===== config.mk =====
export PLATFORM = sky130hd
export DESIGN_NAME = awsp_ram
export DESIGN_NICKNAME = d
export VERILOG_FILES = /design/src/hdl/awsp_ram.sv
export SDC_FILE = /design/constraint.sdc
export NUM_CORES = 2
export LEC_CHECK = 0
export ABC_AREA = 0
export BUFFER_PORTS_ARGS = -buffer_cell sky130_fd_sc_hd__buf_2
export CAP_MARGIN = 0
export CORE_MARGIN = 8
export CORE_UTILIZATION = 35
export DETAILED_ROUTE_END_ITERATION = 16
export PLACE_DENSITY = 0.56
export SLEW_MARGIN = 20
export SYNTH_ARGS = -nofsm -noshare
export SYNTH_HDL_FRONTEND = slang
export SYNTH_SLANG_ARGS = --single-unit

===== constraint.sdc =====
create_clock -name clk -period 3.3 [get_ports clk]
set_input_delay 0 -clock clk [delete_from_list [all_inputs] [get_ports clk]]
set_output_delay 0 -clock clk [all_outputs]
set_load 0.01 [all_outputs]

===== src/hdl/awsp_ram.sv =====
`timescale 1ns / 1ps
// ----------------------------------------------------------------------------
// awsp_ram
// Simple dual-port RAM: one write port, one read port with registered data.
// ----------------------------------------------------------------------------
module awsp_ram #(
  parameter int WIDTH = 8,
  parameter int DEPTH = 256,
  localparam int AW = (DEPTH > 1) ? $clog2(DEPTH) : 1
) (
  input  logic             clk,
  input  logic             we,
  input  logic [AW-1:0]    waddr,
  input  logic [WIDTH-1:0] wdata,
  input  logic             re,
  input  logic [AW-1:0]    raddr,
  output logic [WIDTH-1:0] rdata
);

  logic [WIDTH-1:0] mem [DEPTH];

  always_ff @(posedge clk) begin
    if (we) begin
      mem[waddr] <= wdata;
    end
    if (re) begin
      rdata <= mem[raddr];
    end
  end

endmodule


==> flow_metrics.tcl <==
set metrics [dict create \
    outcome "completed" \
    yosys.area.top_type "edfxtp_1" \
    critPathLaunchType "flop" \
    synth_area_leaders "edfxtp_1 (78%), mux4_2 (13%), mux2i_1 (1.7%)" \
    post_drt_wl_per_cell_um 28.3 \
    die_h_um 493 \
    drc 0 \
    finalSetupViolCount 0 \
    seqPwrFrac 0.526 \
    clk_pin_slew_ns 0.06 \
    worstHoldEndpoint "mem[252][4]" \
    max_stage_delay_ns 0.74 \
    pwr-share-clk 0.423 \
    port_buffers 34 \
    core_area_um2 227000 \
    hold_path_class "in -> reg" \
    cts-root-buf "clkbuf_16" \
    timing.rr.start "mem[67][0]" \
    grt_pass1_vias 39851 \
    fmax_mhz 351 \
    ir_drop_v 0.000476 \
    cap_violations 0 \
    period_share 0.863 \
    drive_above_1_share 0.263 \
    r2r_cells 6 \
    vias 39328 \
    syn_area_per_cell_um2 21.3 \
    cts_tree "built" \
    ctsHoldBuffers 17 \
    ff2ff_setup_slack_ns 0.45 \
    p_leak_uw 0.0286 \
    rsz0062_at_grt "false" \
    hold_depth 4 \
    seq_area_frac_synth 0.775 \
    cts_setup_buffers 0 \
    die_area_um2 243000 \
    reg2reg_to "rdata[0]" \
    cts.path.max_buffers 3 \
    synth_edf_count 2056 \
    wl_mm 206 \
    cp_num_cells 6 \
    drt-vias-per-instance 5.41 \
    drtPass1Iterations 5 \
    drt-initial-drc-count 4259 \
    cp.required_ns 3.89 \
    synth_area_um2 79600 \
    synth_common_cells "edfxtp_1 (2056), mux4_2 (454), nor2_1 (282)" \
    post_dp_cell_area_um2 85200 \
    cp.arrival_ns 3.44 \
    synth_cells 3733 \
    synth_flop_cell "edfxtp_1" \
    antenna_left 0 \
    p_int_uw 43100 \
    slew_headroom 0.221 \
    synth_top_area_frac 0.775 \
    final_hold_viol_count 0 \
    crit_type "reg -> reg" \
    crit_top_cell "mux4_2" \
    antenna_found_initial 10 \
    crit_path_max_fanout 1 \
    p_switching_uw 11800 \
    fin_crit_ns 2.85 \
    hpwl_mm 128 \
    rows 175 \
    path_buf_inv 1 \
    final_area_um2 92100 \
    crit_slowest_cell "nor4_1" \
    synthMostInstantiatedCell "edfxtp_1" \
    globalRoute.totalOverflow 0 \
    grt_pass1_wl_mm 295 \
    cts_resized 0 \
    grt_max_degree 132 \
    critPathCaptureType "flop" \
    cts_htree_levels 4 \
    worst_slew_pin_slew_ns 1.17 \
    yosys_warnings 0 \
    tns_ns 0 \
    cts_inserted_buffers 204 \
    clk_latency_ns 0.84 \
    syn_nets 3760 \
    cts_num_sinks 2056 \
    gp_congestion 0.820 \
    async_flop_share 0 \
    layout.nets 4101 \
    area_delta_synth_final_pct 15.7 \
    critPathLaunch "mem[67][0]" \
    power_uw 54800 \
    ys_types 54 \
    swShare 0.215 \
    die_x_um 493 \
    p_per_area_nw_per_um2 595 \
    crit_family "multiplexers" \
    path_cells "mux4_2 -> mux4_2 -> nor2b_1 -> nor4_1 -> buf_4 -> nor4_2" \
    hold_start "waddr[6]" \
    initial_core_util 0.351 \
    combPwrFrac 0.051 \
    fin_skew_ns 0.0421 \
    slew_violations 0 \
    synth.ff_latch_count 2056 \
    ioPinCount 35 \
    grtUsageTotal 0.165 \
]
-- power groups by stage --
stage	registers [uW]	clock network (uW)	logic [uW]
floorplan	29400	0	1400
global placement	29400	0	2770
detailed placement	29400	0	2800
CTS	28800	23700	2820
global route	28800	24600	2930
finish	28800	23200	2780
-- sequential cells by signal, indices dropped and copies added, names as in the netlist --
signal / cells
mem: 2048
rdata: 8
-- per-layer routing --
layer / vias up / track usage / wire, um
met5: - / 0 / 7
met4: 2 / 0.0478 / 6030
met3: 301 / 0.0294 / 13700
met2: 1467 / 0.271 / 99900
met1: 21129 / 0.228 / 86100
li1: 16429 / - / -
-- cell families after synthesis --
kind of cell / share of synthesized area
and+or+nand+nor: 0.0263
muxes: 0.146
DFF: 0.775
AOI/OAI and AO/OA: 0.0342
buffers and inverters: 0.0183
-- worst max-delay path by stage --
stage	end	slack, ns
after floorplan	rdata[2]	1.22
after global placement	rdata[5]	-0.28
final	rdata[0]	0.45
after CTS	rdata[0]	0.48
after global routing	rdata[3]	0.43
after detailed placement	rdata[0]	0.09
-- placed cells by master, fill, tap and decap left out, drive strengths merged, types with 33 or more instances in the layout --
| cell | n |
|---|---|
| clkinv | 106 |
| nor2 | 282 |
| a22oi | 133 |
| mux4 | 456 |
| o221ai | 47 |
| buf | 351 |
| nand2 | 33 |
| mux2i | 134 |
| edfxtp | 2056 |
| a21oi | 96 |
| nand3 | 34 |
| clkbuf | 244 |
-- final cells by class --
| class | count | area [um^2] |
|---|---|---|
| well taps | 3009 | 3760 |
| flip-flops and latches | 2056 | 61700 |
| fillers | 19994 | 135000 |
| repair buffers | 368 | 3390 |
| diodes | 5 | 12.5 |
| multi-input cells | 1442 | 16500 |
| clock inverters | 137 | 1410 |
| clock buffers | 244 | 5280 |
| inverters | 2 | 7.51 |
-- per-stage QoR --
| step | setup WS, ns | utilization | std cells | hold slack, ns |
|---|---|---|---|---|
| finish | 0.452 | 0.406 | 7263 | 0.0835 |
| detailed placement | 0.0945 | 0.376 | 6860 | 0.487 |
| floorplan | 1.22 | - | 3733 | 0.0989 |
| CTS | 0.476 | 0.406 | 7258 | 0.00732 |
| global placement | -0.278 | 0.376 | 6860 | 0.486 |
| global route | 0.431 | 0.406 | 7260 | 0.0648 |
-- worst register-to-register path, cell delays in order, from the launching register on --
cell and delay (ns):
edfxtp_1 0.35, mux4_2 0.50, mux4_2 0.55, nor2b_1 0.18, nor4_1 0.74, buf_4 0.24
nor4_2 0.04
No activity file was read; power rests on OpenSTA's default activity.
