### config.mk
export PLATFORM = sky130hd
export DESIGN_NAME = awsp_packer
export DESIGN_NICKNAME = d
export VERILOG_FILES = /design/src/hdl/awsp_pkg.sv /design/src/hdl/awsp_packer.sv
export SDC_FILE = /design/constraint.sdc
export NUM_CORES = 2
export LEC_CHECK = 0
export BUFFER_PORTS_ARGS = -buffer_cell sky130_fd_sc_hd__buf_4
export CORE_ASPECT_RATIO = 0.5
export CORE_MARGIN = 5
export CORE_UTILIZATION = 50
export CTS_CLUSTER_SIZE = 24
export DETAILED_ROUTE_END_ITERATION = 10
export PLACE_DENSITY = 0.67
export SLEW_MARGIN = 20
export SYNTH_ARGS = -nofsm -noshare
export SYNTH_HDL_FRONTEND = slang
export SYNTH_SLANG_ARGS = --single-unit
### constraint.sdc
create_clock -name clk -period 13.75 [get_ports clk]
set_input_delay 3.4375 -clock clk [delete_from_list [all_inputs] [get_ports clk]]
set_output_delay 3.4375 -clock clk [all_outputs]
set_load 0.1 [all_outputs]
### src/hdl/awsp_pkg.sv
`timescale 1ns / 1ps
// ----------------------------------------------------------------------------
// awsp_pkg
// Shared widths, codes and threshold tables of the segment packer.
// ----------------------------------------------------------------------------
package awsp_pkg;

  localparam int SAMPLE_W = 31;
  localparam int SIZE_W   = 15;
  localparam int HDR_BITS = 12;
  localparam int MAX_RUN  = 127;
  localparam int ACC_W    = 40;

  localparam logic MODE_LOAD = 1'b0;
  localparam logic MODE_READ = 1'b1;

  // Largest run that a width step of d bits may keep before the tail saves
  // more than the cut limit, that is floor(24 / d).
  localparam logic [7:0] THR24 [32] = '{
    8'd255, 8'd24, 8'd12, 8'd8, 8'd6, 8'd4, 8'd4, 8'd3,
    8'd3,   8'd2,  8'd2,  8'd2, 8'd2, 8'd1, 8'd1, 8'd1,
    8'd1,   8'd1,  8'd1,  8'd1, 8'd1, 8'd1, 8'd1, 8'd1,
    8'd1,   8'd0,  8'd0,  8'd0, 8'd0, 8'd0, 8'd0, 8'd0
  };

  // Largest count that may widen by d bits, that is floor(12 / d).
  localparam logic [7:0] THR12 [32] = '{
    8'd255, 8'd12, 8'd6, 8'd4, 8'd3, 8'd2, 8'd2, 8'd1,
    8'd1,   8'd1,  8'd1, 8'd1, 8'd1, 8'd0, 8'd0, 8'd0,
    8'd0,   8'd0,  8'd0, 8'd0, 8'd0, 8'd0, 8'd0, 8'd0,
    8'd0,   8'd0,  8'd0, 8'd0, 8'd0, 8'd0, 8'd0, 8'd0
  };

endpackage

### src/hdl/awsp_packer.sv
`timescale 1ns / 1ps
// ----------------------------------------------------------------------------
// awsp_packer
// Splits the stored block into segments and writes the packed bytes.
// ----------------------------------------------------------------------------
module awsp_packer #(
  parameter int MAX_SAMPLES = 4096,
  parameter int SAMPLE_BITS = 31,
  localparam int CW  = $clog2(MAX_SAMPLES + 1),
  localparam int SAW = (MAX_SAMPLES > 1) ? $clog2(MAX_SAMPLES) : 1,
  localparam int PACK_BYTES = (MAX_SAMPLES * (SAMPLE_BITS + 12) + 7) / 8,
  localparam int PAW = $clog2(PACK_BYTES),
  localparam int SZW = $clog2(PACK_BYTES + 1)
) (
  input  logic                   clk,
  input  logic                   rst_n,
  input  logic                   start,
  input  logic [CW-1:0]          total,
  output logic                   rd_en,
  output logic [SAW-1:0]         rd_addr,
  input  logic [SAMPLE_BITS-1:0] rd_data,
  output logic                   wr_en,
  output logic [PAW-1:0]         wr_addr,
  output logic [7:0]             wr_data,
  output logic [SZW-1:0]         size,
  output logic                   done
);
  import awsp_pkg::*;

  localparam int SUMW = CW + 8;

  typedef enum logic [3:0] {
    P_IDLE, P_FETCH, P_PREC, P_WIDEN, P_STEP, P_HDR, P_DRAIN, P_APP, P_FLUSH
  } pstate_t;

  pstate_t          st_r, st_nxt;
  logic [CW-1:0]    seg_r, seg_nxt, rem_r, rem_nxt;
  logic [6:0]       cnt_r, cnt_nxt, k_r, k_nxt;
  logic [4:0]       wid_r, wid_nxt, p_r, p_nxt;
  logic             first_r, first_nxt, done_r, done_nxt;
  logic [6:0]       runs_r [32];
  logic [6:0]       runs_nxt [32];
  logic [ACC_W-1:0] acc_r, acc_nxt;
  logic [5:0]       nb_r, nb_nxt;
  logic [SZW-1:0]   wa_r, wa_nxt;

  logic [7:0]       nr [32];
  logic [4:0]       dd [32];
  logic [31:0]      exc;
  logic             hit;
  logic [4:0]       fi, dw;
  logic [7:0]       cnt1, nrf, cntc;
  logic [SUMW-1:0]  sum;
  logic [ACC_W-1:0] app_v, app_acc;
  logic [5:0]       app_w, sh;

  function automatic logic [4:0] prec(input logic [SAMPLE_BITS-1:0] raw);
    logic [SAMPLE_BITS-1:0] u;
    logic [4:0] n;
    u = raw[SAMPLE_BITS-1] ? ~raw : raw;
    n = '0;
    for (int i = 0; i < SAMPLE_BITS; i++) begin
      if (u[i]) n = 5'(i + 1);
    end
    prec = (raw == '0) ? 5'd0 : n + 5'd1;
  endfunction

  assign sum     = SUMW'(seg_r) + SUMW'((st_r == P_DRAIN) ? k_r : cnt_r);
  assign rd_addr = sum[SAW-1:0];
  assign rd_en   = (st_r == P_FETCH) || (st_r == P_DRAIN);
  assign wr_en   = ((st_r == P_DRAIN) && (nb_r >= 6'd8)) || ((st_r == P_FLUSH) && (nb_r != 6'd0));
  assign wr_addr = wa_r[PAW-1:0];
  assign wr_data = acc_r[ACC_W-1 -: 8];
  assign size    = wa_r;
  assign done    = done_r;

  // Run lengths of every narrower width, evaluated in parallel.
  always_comb begin
    for (int j = 0; j < 32; j++) begin
      dd[j]  = wid_r - 5'(j);
      nr[j]  = (p_r <= 5'(j)) ? ({1'b0, runs_r[j]} + 8'd1) : 8'd0;
      exc[j] = (5'(j) < wid_r) && (p_r <= 5'(j)) && (nr[j] > THR24[dd[j]]);
    end
    hit = |exc;
    fi  = '0;
    for (int j = 31; j >= 0; j--) begin
      if (exc[j]) fi = 5'(j);
    end
    cnt1 = {1'b0, cnt_r} + 8'd1;
    nrf  = nr[fi];
    cntc = (nrf < cnt1) ? (cnt1 - nrf) : cnt1;
    dw   = p_r - wid_r;
  end

  always_comb begin
    if (st_r == P_HDR) begin
      app_v = ACC_W'({cnt_r, wid_r});
      app_w = 6'(HDR_BITS);
    end else begin
      app_v = ACC_W'(rd_data);
      app_w = {1'b0, wid_r};
    end
    sh      = 6'(ACC_W) - nb_r - app_w;
    app_acc = acc_r | ((app_v & ((ACC_W'(1) << app_w) - ACC_W'(1))) << sh);
  end

  always_comb begin
    st_nxt    = st_r;
    seg_nxt   = seg_r;
    rem_nxt   = rem_r;
    cnt_nxt   = cnt_r;
    k_nxt     = k_r;
    wid_nxt   = wid_r;
    p_nxt     = p_r;
    first_nxt = first_r;
    done_nxt  = 1'b0;
    acc_nxt   = acc_r;
    nb_nxt    = nb_r;
    wa_nxt    = wa_r;
    runs_nxt  = runs_r;
    case (st_r)
      P_IDLE: begin
        if (start) begin
          seg_nxt   = '0;
          rem_nxt   = total;
          cnt_nxt   = '0;
          first_nxt = 1'b1;
          acc_nxt   = '0;
          nb_nxt    = '0;
          wa_nxt    = '0;
          st_nxt    = P_FETCH;
        end
      end
      P_FETCH: st_nxt = P_PREC;
      P_PREC: begin
        p_nxt = prec(rd_data);
        if (first_r) begin
          wid_nxt   = prec(rd_data);
          first_nxt = 1'b0;
          for (int j = 0; j < 32; j++) runs_nxt[j] = '0;
          st_nxt    = P_STEP;
        end else begin
          st_nxt = P_WIDEN;
        end
      end
      P_WIDEN: begin
        st_nxt = P_STEP;
        if (p_r > wid_r) begin
          if ({1'b0, cnt_r} > THR12[dw]) begin
            st_nxt = P_HDR;
          end else begin
            for (int j = 0; j < 32; j++) begin
              if ((5'(j) >= wid_r) && (5'(j) < p_r)) runs_nxt[j] = cnt_r;
            end
            wid_nxt = p_r;
          end
        end
      end
      P_STEP: begin
        for (int j = 0; j < 32; j++) begin
          if ((5'(j) < wid_r) && (!hit || (5'(j) <= fi))) runs_nxt[j] = nr[j][6:0];
        end
        if (hit) begin
          cnt_nxt = cntc[6:0];
          st_nxt  = P_HDR;
        end else begin
          cnt_nxt = cnt1[6:0];
          if ((SUMW'(cnt1) < SUMW'(rem_r)) && (cnt1 < 8'(MAX_RUN))) begin
            st_nxt = P_FETCH;
          end else begin
            st_nxt = P_HDR;
          end
        end
      end
      P_HDR: begin
        acc_nxt = app_acc;
        nb_nxt  = nb_r + app_w;
        k_nxt   = '0;
        st_nxt  = P_DRAIN;
      end
      P_DRAIN: begin
        if (nb_r >= 6'd8) begin
          acc_nxt = acc_r << 8;
          nb_nxt  = nb_r - 6'd8;
          wa_nxt  = wa_r + SZW'(1);
        end else if (k_r < cnt_r) begin
          st_nxt = P_APP;
        end else begin
          seg_nxt = seg_r + CW'(cnt_r);
          rem_nxt = rem_r - CW'(cnt_r);
          if (rem_r == CW'(cnt_r)) begin
            st_nxt = P_FLUSH;
          end else begin
            cnt_nxt   = '0;
            first_nxt = 1'b1;
            st_nxt    = P_FETCH;
          end
        end
      end
      P_APP: begin
        acc_nxt = app_acc;
        nb_nxt  = nb_r + app_w;
        k_nxt   = k_r + 7'd1;
        st_nxt  = P_DRAIN;
      end
      P_FLUSH: begin
        if (nb_r != 6'd0) wa_nxt = wa_r + SZW'(1);
        done_nxt = 1'b1;
        st_nxt   = P_IDLE;
      end
      default: st_nxt = P_IDLE;
    endcase
  end

  always_ff @(posedge clk) begin
    if (!rst_n) begin
      st_r   <= P_IDLE;
      done_r <= 1'b0;
    end else begin
      st_r   <= st_nxt;
      done_r <= done_nxt;
    end
    seg_r   <= seg_nxt;
    rem_r   <= rem_nxt;
    cnt_r   <= cnt_nxt;
    k_r     <= k_nxt;
    wid_r   <= wid_nxt;
    p_r     <= p_nxt;
    first_r <= first_nxt;
    acc_r   <= acc_nxt;
    nb_r    <= nb_nxt;
    wa_r    <= wa_nxt;
    runs_r  <= runs_nxt;
  end

endmodule

==> flow_summary.yaml <==
synthesis:
  synthAdderAreaFrac: 0.140
  synth_cell_types: 84
  synth.ff_latch_count: 340
  synth_enable_flop_cells: 335
  synthTopCellsByArea: "edfxtp_1 (27%), ha_1 (14%), nand2_1 (7.1%)"
  yosysTopAreaCellShare: 0.271
  synth_top_family_by_area: "simple AND/OR/NAND/NOR gates"
  synthSimpleGateAreaFrac: 0.237
  ys.flop_type: "edfxtp_1"
  yosys.area.top_type: "edfxtp_1"
  synth_area_sq_mm: 0.0371
  netlist_instances: 4675
  postSynth.asyncResetShare: 0
  avgSynthCellArea_sq_um: 7.94
  synthXorXnorAreaFrac: 0.0635
  synth_compound_area_frac: 0.195
  ys_warn_count: 0
  syn-num-nets: 5134
  synth-seq-area-share: 0.274
  muxShareOfSynthArea: 0.0418
sta:
  hold_viol: 0
  rsz0062_at_grt: "false"
  relSlewSlack: 0.149
  worst_pin_slew_ns: 1.27
  finalSetupViolations: 0
  skew_ns: 0.0185
  fmax_mhz: 82.6
  layout_setup_ws_ns: 1.65
  hold_ws_ns: 0.556
  fin_crit_ns: 12.10
  fin_tns_setup_ns: 0
  slew_violations: 0
  period_share: 0.880
floorplanning:
  ioPinCount: 100
  die_x_um: 395
  coreArea_sq_mm: 0.0733
  dieArea_sq_mm: 0.0801
  die_h_um: 203
  num_rows: 70
  start_util: 0.506
detailed_routing:
  top_layer: "met5"
  drtIter0Drc: 5392
  drt-total-wl_mm: 159
  route.met2.wl_mm: 61.8
  first_pass_iters: 8
  final_antenna_net_count: 0
  drc: 0
  wl_per_cell_um: 28.2
  met3WireLength_mm: 21.4
  post_drt_via_cell_ratio: 6.67
  vias: 37564
  wl_met1_mm: 70.2
placed_design:
  dpl.cell_count: 5562
  hpwl_mm: 121
  gp_congestion: 1.11
  io_buffers: 99
  place_ws_ns: 2.48
worst_setup_path:
  cp.arrival_ns: 12.54
  cp-start-kind: "register"
  cp.required_ns: 14.19
  critPathBufInv: 3
  reg2reg_to: "cnt_r[2]"
  cp_top_family: "compound AO/OA/AOI/OAI gates"
  cp_max_fo: 29
  worst-r2r-cell-count: 35
  cpPeakStageDelay_ns: 0.95
  r2r_start: "wid_r[1]"
  cp-end-kind: "register"
  rrSetupSlack_ns: 1.65
  critical_path_class: "reg -> reg"
  slowest_stage: "edfxtp_1"
clock_network:
  numCtsBuffers: 36
  cts_max_path_buffers: 3
  cts_resized: 0
  ctsHoldBuffers: 0
  cts_setup_buffers: 0
  clock_latency_ns: 0.59
  htree_levels: 2
  root_buffer: "clkbuf_16"
  cts_tree: "done"
  clock-sinks: 340
  clk_pin_slew_ns: 0.07
global_routing:
  grt_pass1_vias: 34530
  grt_first_pass_wirelength_mm: 230
  grt_overflow: 0
  grt_max_degree: 86
  grt_antenna_before_repair: 10
  grtUsageTotal: 0.379
finish:
  drive_above_1_share: 0.0724
  area_growth_pct: 7.40
  fill_cells: 6884
  stdcell_count: 5630
  final-seq-area_sq_mm: 0.0102
  multi_input_area_sq_mm: 0.0253
  fin_nets: 5089
min_path:
  hp-class: "reg -> reg"
  whs_endpoint: "acc_r[38]"
  min_from: "acc_r[30]"
  worstHoldPathCells: 2
power:
  p_leak_nw: 16.6
  ir_worst_vdd_uv: 124
  p_per_area_mw_per_mm2: 123
status:
  outcome: "finished, final reports clean"
job:
  max_cap_violations: 0
## tightest hold or removal path: stages, from the launching register on
cell      delay [ns]
edfxtp_1        0.34
nand2_1         0.05
o21ai_0         0.06
## metrics by stage
stage,utilization,total power [W],area [sq um]
final,0.544,0.00491,39800
after global routing,0.544,0.00511,39800
after CTS,0.543,0.00481,39800
after detailed placement,0.527,0.00380,38700
after global placement,0.527,0.00378,38600
after floorplan,-,0.00300,37100
## cells in the mapped netlist, drive strengths merged (7+ instances only)
library cell and count:
nand4 73, xnor2 117, clkbuf 191, a22o 11, mux2 29, mux2i 120, o221ai 14, inv 168
a22oi 28, a21o 59, xor2 152, a21boi 9, and2 33, and3 62, a31oi 30, o311a 7
o22ai 19, fa 7, o311ai 21, a221oi 11, nor4 12, ha 405, o21bai 10, nor3 81
or2 35, buf 79, nand2 705, a211o 17, a221o 7, a2111oi 13, nand3 259, nand2b 70
o31ai 23, a32oi 14, o211ai 54, edfxtp 335, nor2 449, o21a 69, or3 36, o21ai 366
nor2b 79, o31a 7, a211oi 59, a21oi 245
## worst max-delay path by stage
stage | start | end | slack (ns) | cells after the start
after global routing | wid_r[1] | cnt_r[2] | 1.35 | 35
after detailed placement | wid_r[1] | cnt_r[2] | 2.48 | 35
after CTS | wid_r[1] | cnt_r[2] | 2.41 | 35
after global placement | wid_r[1] | cnt_r[2] | 2.43 | 38
final | wid_r[1] | cnt_r[2] | 1.65 | 35
after floorplan | wid_r[4] | cnt_r[2] | 5.61 | 36
## cells by family after synthesis
kind of cell,count (synthesis)
simple gates,1922
compound gates,1140
fa+ha+maj,412
flops,340
mux,150
xor+xnor,269
buf+inv,442
## final cells by class
type | count | share of cell area
diodes | 2 | 0.000126
clock buffers | 46 | 0.0246
clock inverters | 18 | 0.00392
inverters | 172 | 0.0162
multi-input cells | 3893 | 0.634
flip-flops and latches | 340 | 0.255
well taps | 972 | 0.0305
repair buffers | 187 | 0.0358
## sequential cells by signal, summed over array words and instances (netlist names)
register  cells
nb_r          6
k_r           7
cnt_r         7
rem_r        13
p_r           5
acc_r        40
seg_r        12
st_r          4
done          1
runs_r      224
wid_r         5
first_r       1
size         15
## layout by cell type (no fill, tap or decap), drive strengths merged, types with 23 or more instances in the layout
cell type	netlist	layout
nand2	705	705
nor2	449	449
ha	405	405
o21ai	366	366
edfxtp	335	335
nand3	259	259
a21oi	245	245
buf	79	186
inv	168	169
xor2	152	152
mux2i	120	120
xnor2	117	117
nor3	81	81
nor2b	79	79
nand4	73	73
nand2b	70	70
o21a	69	69
and3	62	62
a21o	59	59
a211oi	59	59
o211ai	54	54
clkbuf	191	47
or3	36	36
or2	35	35
and2	33	33
a31oi	30	30
mux2	29	29
a22oi	28	28
o31ai	23	23
## power breakdown
group          total [W]  switching [W]  internal [W]
Combinational    0.00257        0.00177      0.000801
Sequential       0.00134      0.0000886       0.00125
Clock           0.000998       0.000453      0.000545
## per-layer routing
metal,vias to the layer above,track usage
met2,2291,0.530
met3,315,0.113
met5,-,0
met4,6,0.111
li1,16824,-
met1,18128,0.561
Power figures use the tool's default switching activity.
